`config.mk`:
```
export PLATFORM = sky130hd
export DESIGN_NAME = arabic_utf8_normalizer
export DESIGN_NICKNAME = d
export VERILOG_FILES = /design/src/rtl/core/aun_pkg.sv /design/src/rtl/core/aun_front.sv /design/src/rtl/core/aun_queue.sv /design/src/rtl/core/aun_back.sv /design/src/rtl/core/arabic_utf8_normalizer.sv
export SDC_FILE = /design/constraint.sdc
export NUM_CORES = 1
export LEC_CHECK = 0
export ABC_AREA = 1
export ABC_CLOCK_PERIOD_IN_PS = 5000
export BUFFER_PORTS_ARGS = -buffer_cell sky130_fd_sc_hd__buf_2
export CAP_MARGIN = 0
export CORE_ASPECT_RATIO = 1.1
export CORE_UTILIZATION = 60
export CTS_CLUSTER_DIAMETER = 30
export CTS_CLUSTER_SIZE = 12
export DETAILED_ROUTE_END_ITERATION = 10
export GPL_TIMING_DRIVEN = 0
export PLACE_DENSITY = 0.77
export SLEW_MARGIN = 30
export SYNTH_ARGS = -nofsm -noshare
export SYNTH_HDL_FRONTEND = slang
export SYNTH_SLANG_ARGS = --single-unit
```
`constraint.sdc`:
```
create_clock -name clk -period 5 [get_ports clk]
set_input_delay 0.25 -clock clk [delete_from_list [all_inputs] [get_ports clk]]
set_output_delay 0.25 -clock clk [all_outputs]
set_load 0.05 [all_outputs]
```
`src/rtl/core/aun_pkg.sv`:
```
// Shared types and constants for the Arabic UTF-8 normaliser.
// Holds the channel words, the internal command word and the pair rule.
// Depends on nothing; every other file refers to it by scoped names.
package aun_pkg;

    typedef struct packed {
        logic [7:0] in_byte;
        logic       is_final;
    } in_word_t;

    typedef struct packed {
        logic [7:0] out_byte;
        logic       has_byte;
        logic       end_of_text;
        logic       run_end;
    } out_word_t;

    // One command holds every result caused by one input word, first byte in data[0].
    typedef struct packed {
        logic [2:0][7:0] data;
        logic [1:0]      count;
        logic            has_byte;
        logic            eot;
    } cmd_t;

    typedef enum logic [2:0] {
        PH_IDLE,
        PH_PAIR,
        PH_THREE0,
        PH_THREE1,
        PH_FOUR0,
        PH_FOUR1,
        PH_FOUR2
    } phase_t;

    typedef struct packed {
        logic       keep;
        logic [7:0] b0;
        logic [7:0] b1;
    } pair_t;

    localparam logic [10:0] CP_DROP_LO   = 11'h64B;
    localparam logic [10:0] CP_DROP_HI   = 11'h652;
    localparam logic [10:0] CP_SUPERALEF = 11'h670;
    localparam logic [10:0] CP_TATWEEL   = 11'h640;
    localparam logic [10:0] CP_ALEF_HAMZA_ABOVE = 11'h623;
    localparam logic [10:0] CP_ALEF_HAMZA_BELOW = 11'h625;
    localparam logic [10:0] CP_ALEF_MADDA = 11'h622;
    localparam logic [10:0] CP_ALEF_WASLA = 11'h671;
    localparam logic [10:0] CP_ALEF       = 11'h627;
    localparam logic [10:0] CP_ALEF_MAKSURA = 11'h649;
    localparam logic [10:0] CP_YEH_HAMZA  = 11'h626;
    localparam logic [10:0] CP_YEH        = 11'h64A;

    function automatic logic is_two_lead(input logic [7:0] b);
        return (b & 8'hE0) == 8'hC0;
    endfunction

    // Decodes a lead and the byte after it with no continuation check and applies
    // the drop and remap rules.
    function automatic pair_t do_pair(input logic [7:0] lead, input logic [7:0] next);
        logic [10:0] cp;
        logic [10:0] to;
        pair_t       r;
        cp = {lead[4:0], next[5:0]};
        to = '0;
        r.keep = 1'b1;
        r.b0   = lead;
        r.b1   = next;
        if ((cp >= CP_DROP_LO && cp <= CP_DROP_HI) || cp == CP_SUPERALEF
            || cp == CP_TATWEEL) begin
            r.keep = 1'b0;
        end
        else if (cp == CP_ALEF_HAMZA_ABOVE || cp == CP_ALEF_HAMZA_BELOW
                 || cp == CP_ALEF_MADDA || cp == CP_ALEF_WASLA) begin
            to = CP_ALEF;
        end
        else if (cp == CP_ALEF_MAKSURA || cp == CP_YEH_HAMZA) begin
            to = CP_YEH;
        end
        if (to != '0) begin
            r.b0 = {3'b110, to[10:6]};
            r.b1 = {2'b10, to[5:0]};
        end
        return r;
    endfunction

endpackage

```
`src/rtl/core/aun_front.sv`:
```
// Front end: accepts input words, tracks the sequence phase and builds one command.
// Depends on aun_pkg.
module aun_front
(
    input  logic              clk,
    input  logic              rst_n,
    input  logic              in_valid,
    output logic              in_ready,
    input  aun_pkg::in_word_t in_word,
    input  logic              q_full,
    output logic              push,
    output aun_pkg::cmd_t     push_cmd
);

    aun_pkg::phase_t phase_reg, phase_next;
    logic [7:0]      lead_reg, lead_next;
    logic [7:0]      held_reg [2];
    logic [7:0]      held0_next, held1_next;
    logic            accept;

    assign in_ready = !q_full;
    assign accept   = in_valid && in_ready;

    always_ff @(posedge clk or negedge rst_n)
    begin
        if (!rst_n)
        begin
            phase_reg <= aun_pkg::PH_IDLE;
        end
        else if (accept)
        begin
            phase_reg <= phase_next;
        end
    end

    always_ff @(posedge clk)
    begin
        if (accept)
        begin
            lead_reg    <= lead_next;
            held_reg[0] <= held0_next;
            held_reg[1] <= held1_next;
        end
    end

    always_comb
    begin
        logic [7:0]     b;
        logic           fin;
        aun_pkg::pair_t p;
        aun_pkg::cmd_t  c;
        b   = in_word.in_byte;
        fin = in_word.is_final;
        p   = '0;
        c   = '0;
        c.has_byte  = 1'b1;
        phase_next  = aun_pkg::PH_IDLE;
        lead_next   = lead_reg;
        held0_next  = held_reg[0];
        held1_next  = held_reg[1];
        unique case (phase_reg)
            aun_pkg::PH_PAIR:
            begin
                p = aun_pkg::do_pair(lead_reg, b);
                c.data[0] = p.b0;
                c.data[1] = p.b1;
                c.count   = p.keep ? 2'd2 : 2'd0;
            end
            aun_pkg::PH_THREE0, aun_pkg::PH_FOUR0:
            begin
                if (fin)
                begin
                    c.data[0] = b;
                    c.count   = 2'd1;
                end
                else
                begin
                    held0_next = b;
                    phase_next = (phase_reg == aun_pkg::PH_THREE0) ?
                                 aun_pkg::PH_THREE1 : aun_pkg::PH_FOUR1;
                end
            end
            aun_pkg::PH_THREE1:
            begin
                c.data[0] = held_reg[0];
                c.data[1] = b;
                c.count   = 2'd2;
            end
            aun_pkg::PH_FOUR1:
            begin
                if (fin)
                begin
                    // A truncated tail is run through the ordinary rules again.
                    if (aun_pkg::is_two_lead(held_reg[0]))
                    begin
                        p = aun_pkg::do_pair(held_reg[0], b);
                        c.data[0] = p.b0;
                        c.data[1] = p.b1;
                        c.count   = p.keep ? 2'd2 : 2'd0;
                    end
                    else
                    begin
                        c.data[0] = held_reg[0];
                        c.data[1] = b;
                        c.count   = 2'd2;
                    end
                end
                else
                begin
                    held1_next = b;
                    phase_next = aun_pkg::PH_FOUR2;
                end
            end
            aun_pkg::PH_FOUR2:
            begin
                c.data[0] = held_reg[0];
                c.data[1] = held_reg[1];
                c.data[2] = b;
                c.count   = 2'd3;
            end
            default:
            begin
                c.data[0] = b;
                c.count   = 2'd1;
                if (!fin && b[7])
                begin
                    if (aun_pkg::is_two_lead(b))
                    begin
                        lead_next  = b;
                        phase_next = aun_pkg::PH_PAIR;
                        c.count    = 2'd0;
                    end
                    else if ((b & 8'hF0) == 8'hE0)
                    begin
                        phase_next = aun_pkg::PH_THREE0;
                    end
                    else if ((b & 8'hF8) == 8'hF0)
                    begin
                        phase_next = aun_pkg::PH_FOUR0;
                    end
                end
            end
        endcase
        if (fin)
        begin
            phase_next = aun_pkg::PH_IDLE;
            if (c.count == 2'd0)
            begin
                c.data     = '0;
                c.count    = 2'd1;
                c.has_byte = 1'b0;
            end
        end
        c.eot    = fin;
        push_cmd = c;
        push     = accept && (c.count != 2'd0);
    end

endmodule

```
`src/rtl/core/aun_queue.sv`:
```
// Short command queue between the front end and the back end.
// Depends on aun_pkg for the command word.
module aun_queue
#(
    parameter int DEPTH = 4
)
(
    input  logic          clk,
    input  logic          rst_n,
    input  logic          push,
    input  aun_pkg::cmd_t push_cmd,
    output logic          full,
    input  logic          pop,
    output logic          not_empty,
    output aun_pkg::cmd_t head_cmd
);

    localparam int PW = (DEPTH > 1) ? $clog2(DEPTH) : 1;
    localparam int CW = $clog2(DEPTH + 1);

    aun_pkg::cmd_t  mem_reg [DEPTH];
    logic [PW-1:0]  wr_ptr_reg, rd_ptr_reg;
    logic [CW-1:0]  count_reg, count_next;

    function automatic logic [PW-1:0] bump(input logic [PW-1:0] p);
        return (p == PW'(DEPTH - 1)) ? '0 : p + PW'(1);
    endfunction

    assign full      = count_reg == CW'(DEPTH);
    assign not_empty = count_reg != '0;
    assign head_cmd  = mem_reg[rd_ptr_reg];

    always_comb
    begin
        count_next = count_reg;
        if (push && !pop)
        begin
            count_next = count_reg + CW'(1);
        end
        else if (pop && !push)
        begin
            count_next = count_reg - CW'(1);
        end
    end

    always_ff @(posedge clk or negedge rst_n)
    begin
        if (!rst_n)
        begin
            wr_ptr_reg <= '0;
            rd_ptr_reg <= '0;
            count_reg  <= '0;
        end
        else
        begin
            if (push)
            begin
                wr_ptr_reg <= bump(wr_ptr_reg);
            end
            if (pop)
            begin
                rd_ptr_reg <= bump(rd_ptr_reg);
            end
            count_reg <= count_next;
        end
    end

    always_ff @(posedge clk)
    begin
        if (push)
        begin
            mem_reg[wr_ptr_reg] <= push_cmd;
        end
    end

endmodule

```
`src/rtl/core/aun_back.sv`:
```
// Back end: holds one command and hands out its bytes one word per cycle while out_ready is high.
// Depends on aun_pkg.
module aun_back
(
    input  logic               clk,
    input  logic               rst_n,
    input  logic               q_not_empty,
    input  aun_pkg::cmd_t      head_cmd,
    output logic               pop,
    output logic               out_valid,
    input  logic               out_ready,
    output aun_pkg::out_word_t out_word
);

    aun_pkg::cmd_t cur_reg;
    logic          cur_valid_reg, cur_valid_next;
    logic [1:0]    idx_reg, idx_next;
    logic          last;

    assign last      = idx_reg == (cur_reg.count - 2'd1);
    assign out_valid = cur_valid_reg;
    assign pop       = q_not_empty && (!cur_valid_reg || (out_ready && last));

    always_comb
    begin
        cur_valid_next = cur_valid_reg;
        idx_next       = idx_reg;
        if (pop)
        begin
            cur_valid_next = 1'b1;
            idx_next       = '0;
        end
        else if (cur_valid_reg && out_ready)
        begin
            if (last)
            begin
                cur_valid_next = 1'b0;
            end
            else
            begin
                idx_next = idx_reg + 2'd1;
            end
        end
        out_word.out_byte    = cur_reg.data[idx_reg];
        out_word.has_byte    = cur_reg.has_byte;
        out_word.end_of_text = cur_reg.eot && last;
        out_word.run_end     = last;
    end

    always_ff @(posedge clk or negedge rst_n)
    begin
        if (!rst_n)
        begin
            cur_valid_reg <= 1'b0;
            idx_reg       <= '0;
        end
        else
        begin
            cur_valid_reg <= cur_valid_next;
            idx_reg       <= idx_next;
        end
    end

    always_ff @(posedge clk)
    begin
        if (pop)
        begin
            cur_reg <= head_cmd;
        end
    end

endmodule

```
`src/rtl/core/arabic_utf8_normalizer.sv`:
```
// Top level of the Arabic UTF-8 normaliser: front end, command queue, back end.
// Depends on aun_pkg, aun_front, aun_queue and aun_back.
//
//   Channel   Direction  Handshake             Word
//   input     in         in_valid / in_ready   aun_pkg::in_word_t (byte, final flag)
//   output    out        out_valid / out_ready aun_pkg::out_word_t (byte, flags)
//
// Each input word is turned into a command of up to three result bytes; the back
// end delivers one result word per cycle while out_ready is high, so the sustained
// rate is one word per cycle, set by the single output port of the back end.
// A word that causes no result still takes one queue check but no queue slot.
// in_ready drops only while the command queue of QUEUE_DEPTH entries is full.
// Reset clears the phase, the queue pointers and the output valid; byte stores
// are loaded before they are read and need no reset.
module arabic_utf8_normalizer
#(
    parameter int QUEUE_DEPTH = 4
)
(
    input  logic               clk,
    input  logic               rst_n,
    input  logic               in_valid,
    output logic               in_ready,
    input  aun_pkg::in_word_t  in_word,
    output logic               out_valid,
    input  logic               out_ready,
    output aun_pkg::out_word_t out_word
);

    // The front end writes a command only when the word yields at least one result or is final.
    logic          q_full;
    logic          push;
    aun_pkg::cmd_t push_cmd;
    logic          pop;
    logic          q_not_empty;
    aun_pkg::cmd_t head_cmd;

    aun_front u_front
    (
        .clk      (clk),
        .rst_n    (rst_n),
        .in_valid (in_valid),
        .in_ready (in_ready),
        .in_word  (in_word),
        .q_full   (q_full),
        .push     (push),
        .push_cmd (push_cmd)
    );

    // The queue lets the front end carry on while a long command is drained.
    aun_queue #(.DEPTH(QUEUE_DEPTH)) u_queue
    (
        .clk       (clk),
        .rst_n     (rst_n),
        .push      (push),
        .push_cmd  (push_cmd),
        .full      (q_full),
        .pop       (pop),
        .not_empty (q_not_empty),
        .head_cmd  (head_cmd)
    );

    // The back end's held command is the output register of the block.
    aun_back u_back
    (
        .clk         (clk),
        .rst_n       (rst_n),
        .q_not_empty (q_not_empty),
        .head_cmd    (head_cmd),
        .pop         (pop),
        .out_valid   (out_valid),
        .out_ready   (out_ready),
        .out_word    (out_word)
    );

endmodule

```
==> flow_summary.rst <==
.. list-table::
   :header-rows: 1

   * - Metric
     - Value
   * - Status
     - finished with violations
   * - Violated checks
     - design-rule violations
   * - Register-to-Register Path Depth
     - 13
   * - Endpoint arrival time on the critical path
     - 3190 ps
   * - Instance area at placement
     - 8358 um^2
   * - Worst-skew pair later-pin latency
     - 430 ps
   * - Class of the most critical setup path
     - register to register
   * - Count of cells along the worst hold path
     - 1
   * - Last weighted congestion value of the routability-driven placer
     - 0.9601
   * - Power spent charging and discharging nets
     - 2.309 mW
   * - Post-layout utilization of the core
     - 70.29%
   * - Post-route design area
     - 8925 um^2
   * - Num rows
     - 43
   * - Horizontal die dimension
     - 111.3 um
   * - Worst supply voltage drop on vdd
     - 0.2276 mV
   * - Final Routed Wirelength
     - 18910 um
   * - Mapped Nets
     - 735
   * - Count of vias placed by the detailed router
     - 5574
   * - Average wire per standard cell
     - 20.25 um
   * - Part of the total power dissipated in combinational logic
     - 38.9%
   * - Number of synthesized flops with an enable pin
     - 164
   * - Share of flip-flops with an asynchronous set or reset after synthesis
     - 7.345%
   * - DIE AREA
     - 13620 um^2
   * - Accumulated negative setup slack
     - 0 ps
   * - Number of flip-flops in the largest register
     - 112
   * - Min Clock Period, post-route
     - 2882 ps
   * - Design internal power
     - 3.580 mW
   * - P_leak
     - 3.351 nW
   * - Gates resized, CTS repair
     - 0
   * - Power density over the cells
     - 659.8 nW/um^2
   * - Number of routed nets with antenna violations
     - 0
   * - Area growth, synth to finish
     - 13.10%
   * - Post-Syn Instances
     - 715
   * - Leftover overflow at the end of global routing
     - 0
   * - Clock share of power
     - 21.4%
   * - Relative slew slack
     - 45.86%
   * - Remaining routing DRC violations
     - 8
   * - Area share of the leading cell type in the synthesized netlist
     - 62.41%
   * - Largest net degree at the start of global routing
     - 33
   * - Final net count
     - 784
   * - Actual slew at the worst max-slew pin
     - 809.1 ps
   * - I/O pin count
     - 26
   * - Number of inserted diodes
     - 0
   * - Post-route clock skew
     - 10.07 ps
   * - Cell at the root of the clock tree
     - sky130_fd_sc_hd__clkbuf_16
   * - Share of layout cells above drive strength 1
     - 14.16%
   * - Total half-perimeter wirelength after legalization and detailed placement
     - 13550 um
   * - Crit path capture type
     - register
   * - Clock tree from TritonCTS
     - done
   * - Detailed-route vias per instance
     - 5.968
   * - Sinks on Clock Net
     - 177
   * - Port buffer count
     - 25
   * - Max-cap violations
     - 0
   * - Top area cells in the synthesized netlist
     - sky130_fd_sc_hd__edfxtp_1 62%, sky130_fd_sc_hd__o21ai_0 6.1%, sky130_fd_sc_hd__nor2_1 5.4%, sky130_fd_sc_hd__dfrtp_1 4.1%, sky130_fd_sc_hd__nand2_1 4.1%
   * - YS warnings
     - 0
   * - Synthesized area divided by synthesized cell count
     - 11.04 um^2
   * - Worst hold path class
     - input port to register
   * - Period Utilization, post-route
     - 57.64%
   * - Clock transition at path regs
     - 60 ps
   * - Number of fill cells in the layout
     - 864
   * - Number of distinct standard cells referenced by the synthesized netlist
     - 40
   * - Number of failing setup endpoints in the final timing report
     - 0
   * - First DRT Iteration DRCs
     - 592
   * - Maximum achievable frequency
     - 347.0 MHz
   * - Max Root-Sink Buffers
     - 2
   * - Detailed-router iteration count before antenna repair
     - 8
   * - Top fanout value on the critical path
     - 7
   * - First-pass GRT wire length
     - 29620 um
   * - Vias in the first global route
     - 5594
   * - Effective utilization at floorplan
     - 62.15%
   * - Share of synthesized area occupied by flip-flops and latches
     - 66.53%
   * - Final hold violations
     - 0
   * - Primary flip-flop cell chosen by synthesis mapping
     - sky130_fd_sc_hd__edfxtp_1
   * - Required time of the critical path
     - 5310 ps
   * - Cts bufs inserted
     - 17
   * - Nature of the critical path startpoint
     - register
   * - Library cell occupying the most area in the post-synthesis netlist
     - sky130_fd_sc_hd__edfxtp_1
   * - Initial antenna violation count
     - 0
   * - Share of total power in sequential cells
     - 39.7%
   * - Number of slew-limit violations in the final report
     - 0
   * - Post-layout power
     - 5.889 mW
   * - Netlist area before placement
     - 7891 um^2
   * - Chip Height
     - 122.3 um
   * - Gr usage total
     - 29.73%
   * - Synthesized flop and latch total
     - 177
   * - Switching power share of the total
     - 39.21%
   * - H-tree levels
     - 4
   * - Floorplan core area
     - 12700 um^2
   * - Unrepaired setup endpoints after global routing
     - no
[synthesized netlist by cell type, types with 2 or more instances]
| cell | count |
|---|---|
| sky130_fd_sc_hd__edfxtp_1 | 164 |
| sky130_fd_sc_hd__nor2_1 | 114 |
| sky130_fd_sc_hd__o21ai_0 | 96 |
| sky130_fd_sc_hd__nand2_1 | 86 |
| sky130_fd_sc_hd__inv_1 | 56 |
| sky130_fd_sc_hd__nand3_1 | 33 |
| sky130_fd_sc_hd__o22ai_1 | 29 |
| sky130_fd_sc_hd__clkbuf_1 | 20 |
| sky130_fd_sc_hd__a21oi_1 | 15 |
| sky130_fd_sc_hd__nand2_2 | 14 |
| sky130_fd_sc_hd__dfrtp_1 | 13 |
| sky130_fd_sc_hd__inv_2 | 8 |
| sky130_fd_sc_hd__ha_1 | 6 |
| sky130_fd_sc_hd__buf_4 | 5 |
| sky130_fd_sc_hd__nor3_1 | 5 |
| sky130_fd_sc_hd__a22oi_1 | 4 |
| sky130_fd_sc_hd__nand4_1 | 4 |
| sky130_fd_sc_hd__nor2_2 | 4 |
| sky130_fd_sc_hd__a221oi_1 | 3 |
| sky130_fd_sc_hd__nand3_2 | 3 |
| sky130_fd_sc_hd__o211ai_1 | 3 |
| sky130_fd_sc_hd__o21a_1 | 3 |
| sky130_fd_sc_hd__xnor2_1 | 3 |
| sky130_fd_sc_hd__a21boi_0 | 2 |
| sky130_fd_sc_hd__a31oi_1 | 2 |
| sky130_fd_sc_hd__buf_2 | 2 |
| sky130_fd_sc_hd__clkinv_1 | 2 |
| sky130_fd_sc_hd__nand2_4 | 2 |
| sky130_fd_sc_hd__nand4_4 | 2 |
| sky130_fd_sc_hd__nor3_2 | 2 |
[worst paths after layout]
| check | start | to | slack [ps] |
|---|---|---|---|
| worst min-delay path | in_word[4] | u_front.held_reg[0][11] | 70 |
| max in group asynchronous | rst_n | u_queue.count_reg[1] | 4470 |
| worst min register to register | u_queue.count_reg[2] | u_queue.count_reg[2] | 500 |
| worst max register to register | u_front.phase_reg[2] | u_queue.count_reg[1] | 2120 |
| min in group asynchronous | rst_n | u_front.phase_reg[0] | 260 |
| worst max-delay path | u_front.phase_reg[2] | u_queue.count_reg[1] | 2120 |
[power by group through the flow]
stage                     Clock [mW]  Sequential [mW]  Combinational (mW)
after floorplan                    0             2.33                1.54
after global placement             0             2.36                2.07
after detailed placement           0             2.37                2.27
after CTS                       1.26             2.34                2.28
after global routing            1.33             2.37                2.49
final                           1.26             2.34                2.29
[kinds of logic after synthesis]
kind of cell / after synthesis / share of synthesized area, %
flops: 177 / 66.53
xor+xnor: 3 / 0.3330
fa+ha+maj: 7 / 1.205
compound gates: 161 / 11.51
buf+inv: 94 / 4.836
mux: 1 / 0.1427
simple gates: 272 / 15.44
[placed cells by master, fill, tap and decap left out, drive strengths merged, types with 2 or more instances in the layout]
cell type / netlist / routed
edfxtp: 164 / 164
nor2: 119 / 119
nand2: 102 / 102
o21ai: 98 / 98
inv: 64 / 65
clkbuf: 20 / 41
buf: 8 / 37
nand3: 36 / 36
o22ai: 30 / 30
a21oi: 15 / 15
dfrtp: 13 / 13
clkinv: 2 / 10
nor3: 7 / 7
ha: 6 / 6
nand4: 6 / 6
a22oi: 4 / 4
o211ai: 3 / 3
o21a: 3 / 3
a221oi: 3 / 3
xnor2: 3 / 3
a21boi: 2 / 2
a31oi: 2 / 2
bufinv: 0 / 2
[per-stage QoR]
stage          instances  worst slack [ps]  hold slack (ps)
2_1_floorplan        715              2114           -45.59
3_3_place_gp         897             954.3            172.2
3_5_place_dp         901              2099            185.1
4_1_cts              934              2152            59.87
5_1_grt              934              1922            61.08
6_report             934              2118            74.72
[routing by layer]
layer  track usage, %  wire length (um)  vias to the layer above
met2            54.84             10230                      257
li1                 -                 -                     2616
met5                0                 0                        -
met1            34.86              6875                     2666
met3            5.086              1424                       35
met4            11.74               375                        0
[cell type report]
class	instances	area [um^2]	share of cell area, %
Buffer	28	133.9	1.500
Clock buffer	21	440.4	4.935
Clock inverter	11	116.4	1.304
Inverter	66	247.7	2.776
Multi-Input combinational cell	444	2295	25.71
Sequential cell	177	5250	58.83
Tap cell	157	196.4	2.201
Timing Repair Buffer	30	245.2	2.748
[critical path, stage by stage, from the launching register on]
cell and delay (ps):
sky130_fd_sc_hd__dfrtp_1 430, sky130_fd_sc_hd__inv_2 120, sky130_fd_sc_hd__nand2_2 100, sky130_fd_sc_hd__nor2_1 390, sky130_fd_sc_hd__nand3_1 140, sky130_fd_sc_hd__nand2_1 90, sky130_fd_sc_hd__inv_1 130, sky130_fd_sc_hd__nand4_4 150
sky130_fd_sc_hd__nand2_4 130, sky130_fd_sc_hd__inv_1 120, sky130_fd_sc_hd__ha_1 160, sky130_fd_sc_hd__inv_1 70, sky130_fd_sc_hd__fa_1 460, sky130_fd_sc_hd__mux2_2 270
[what timing repair did]
action / CTS / global route
hold buffers: 1 / 0
buffers inserted: 0 / 0
hold endpoints to repair: 13 / 0
Power figures use the tool's default switching activity.
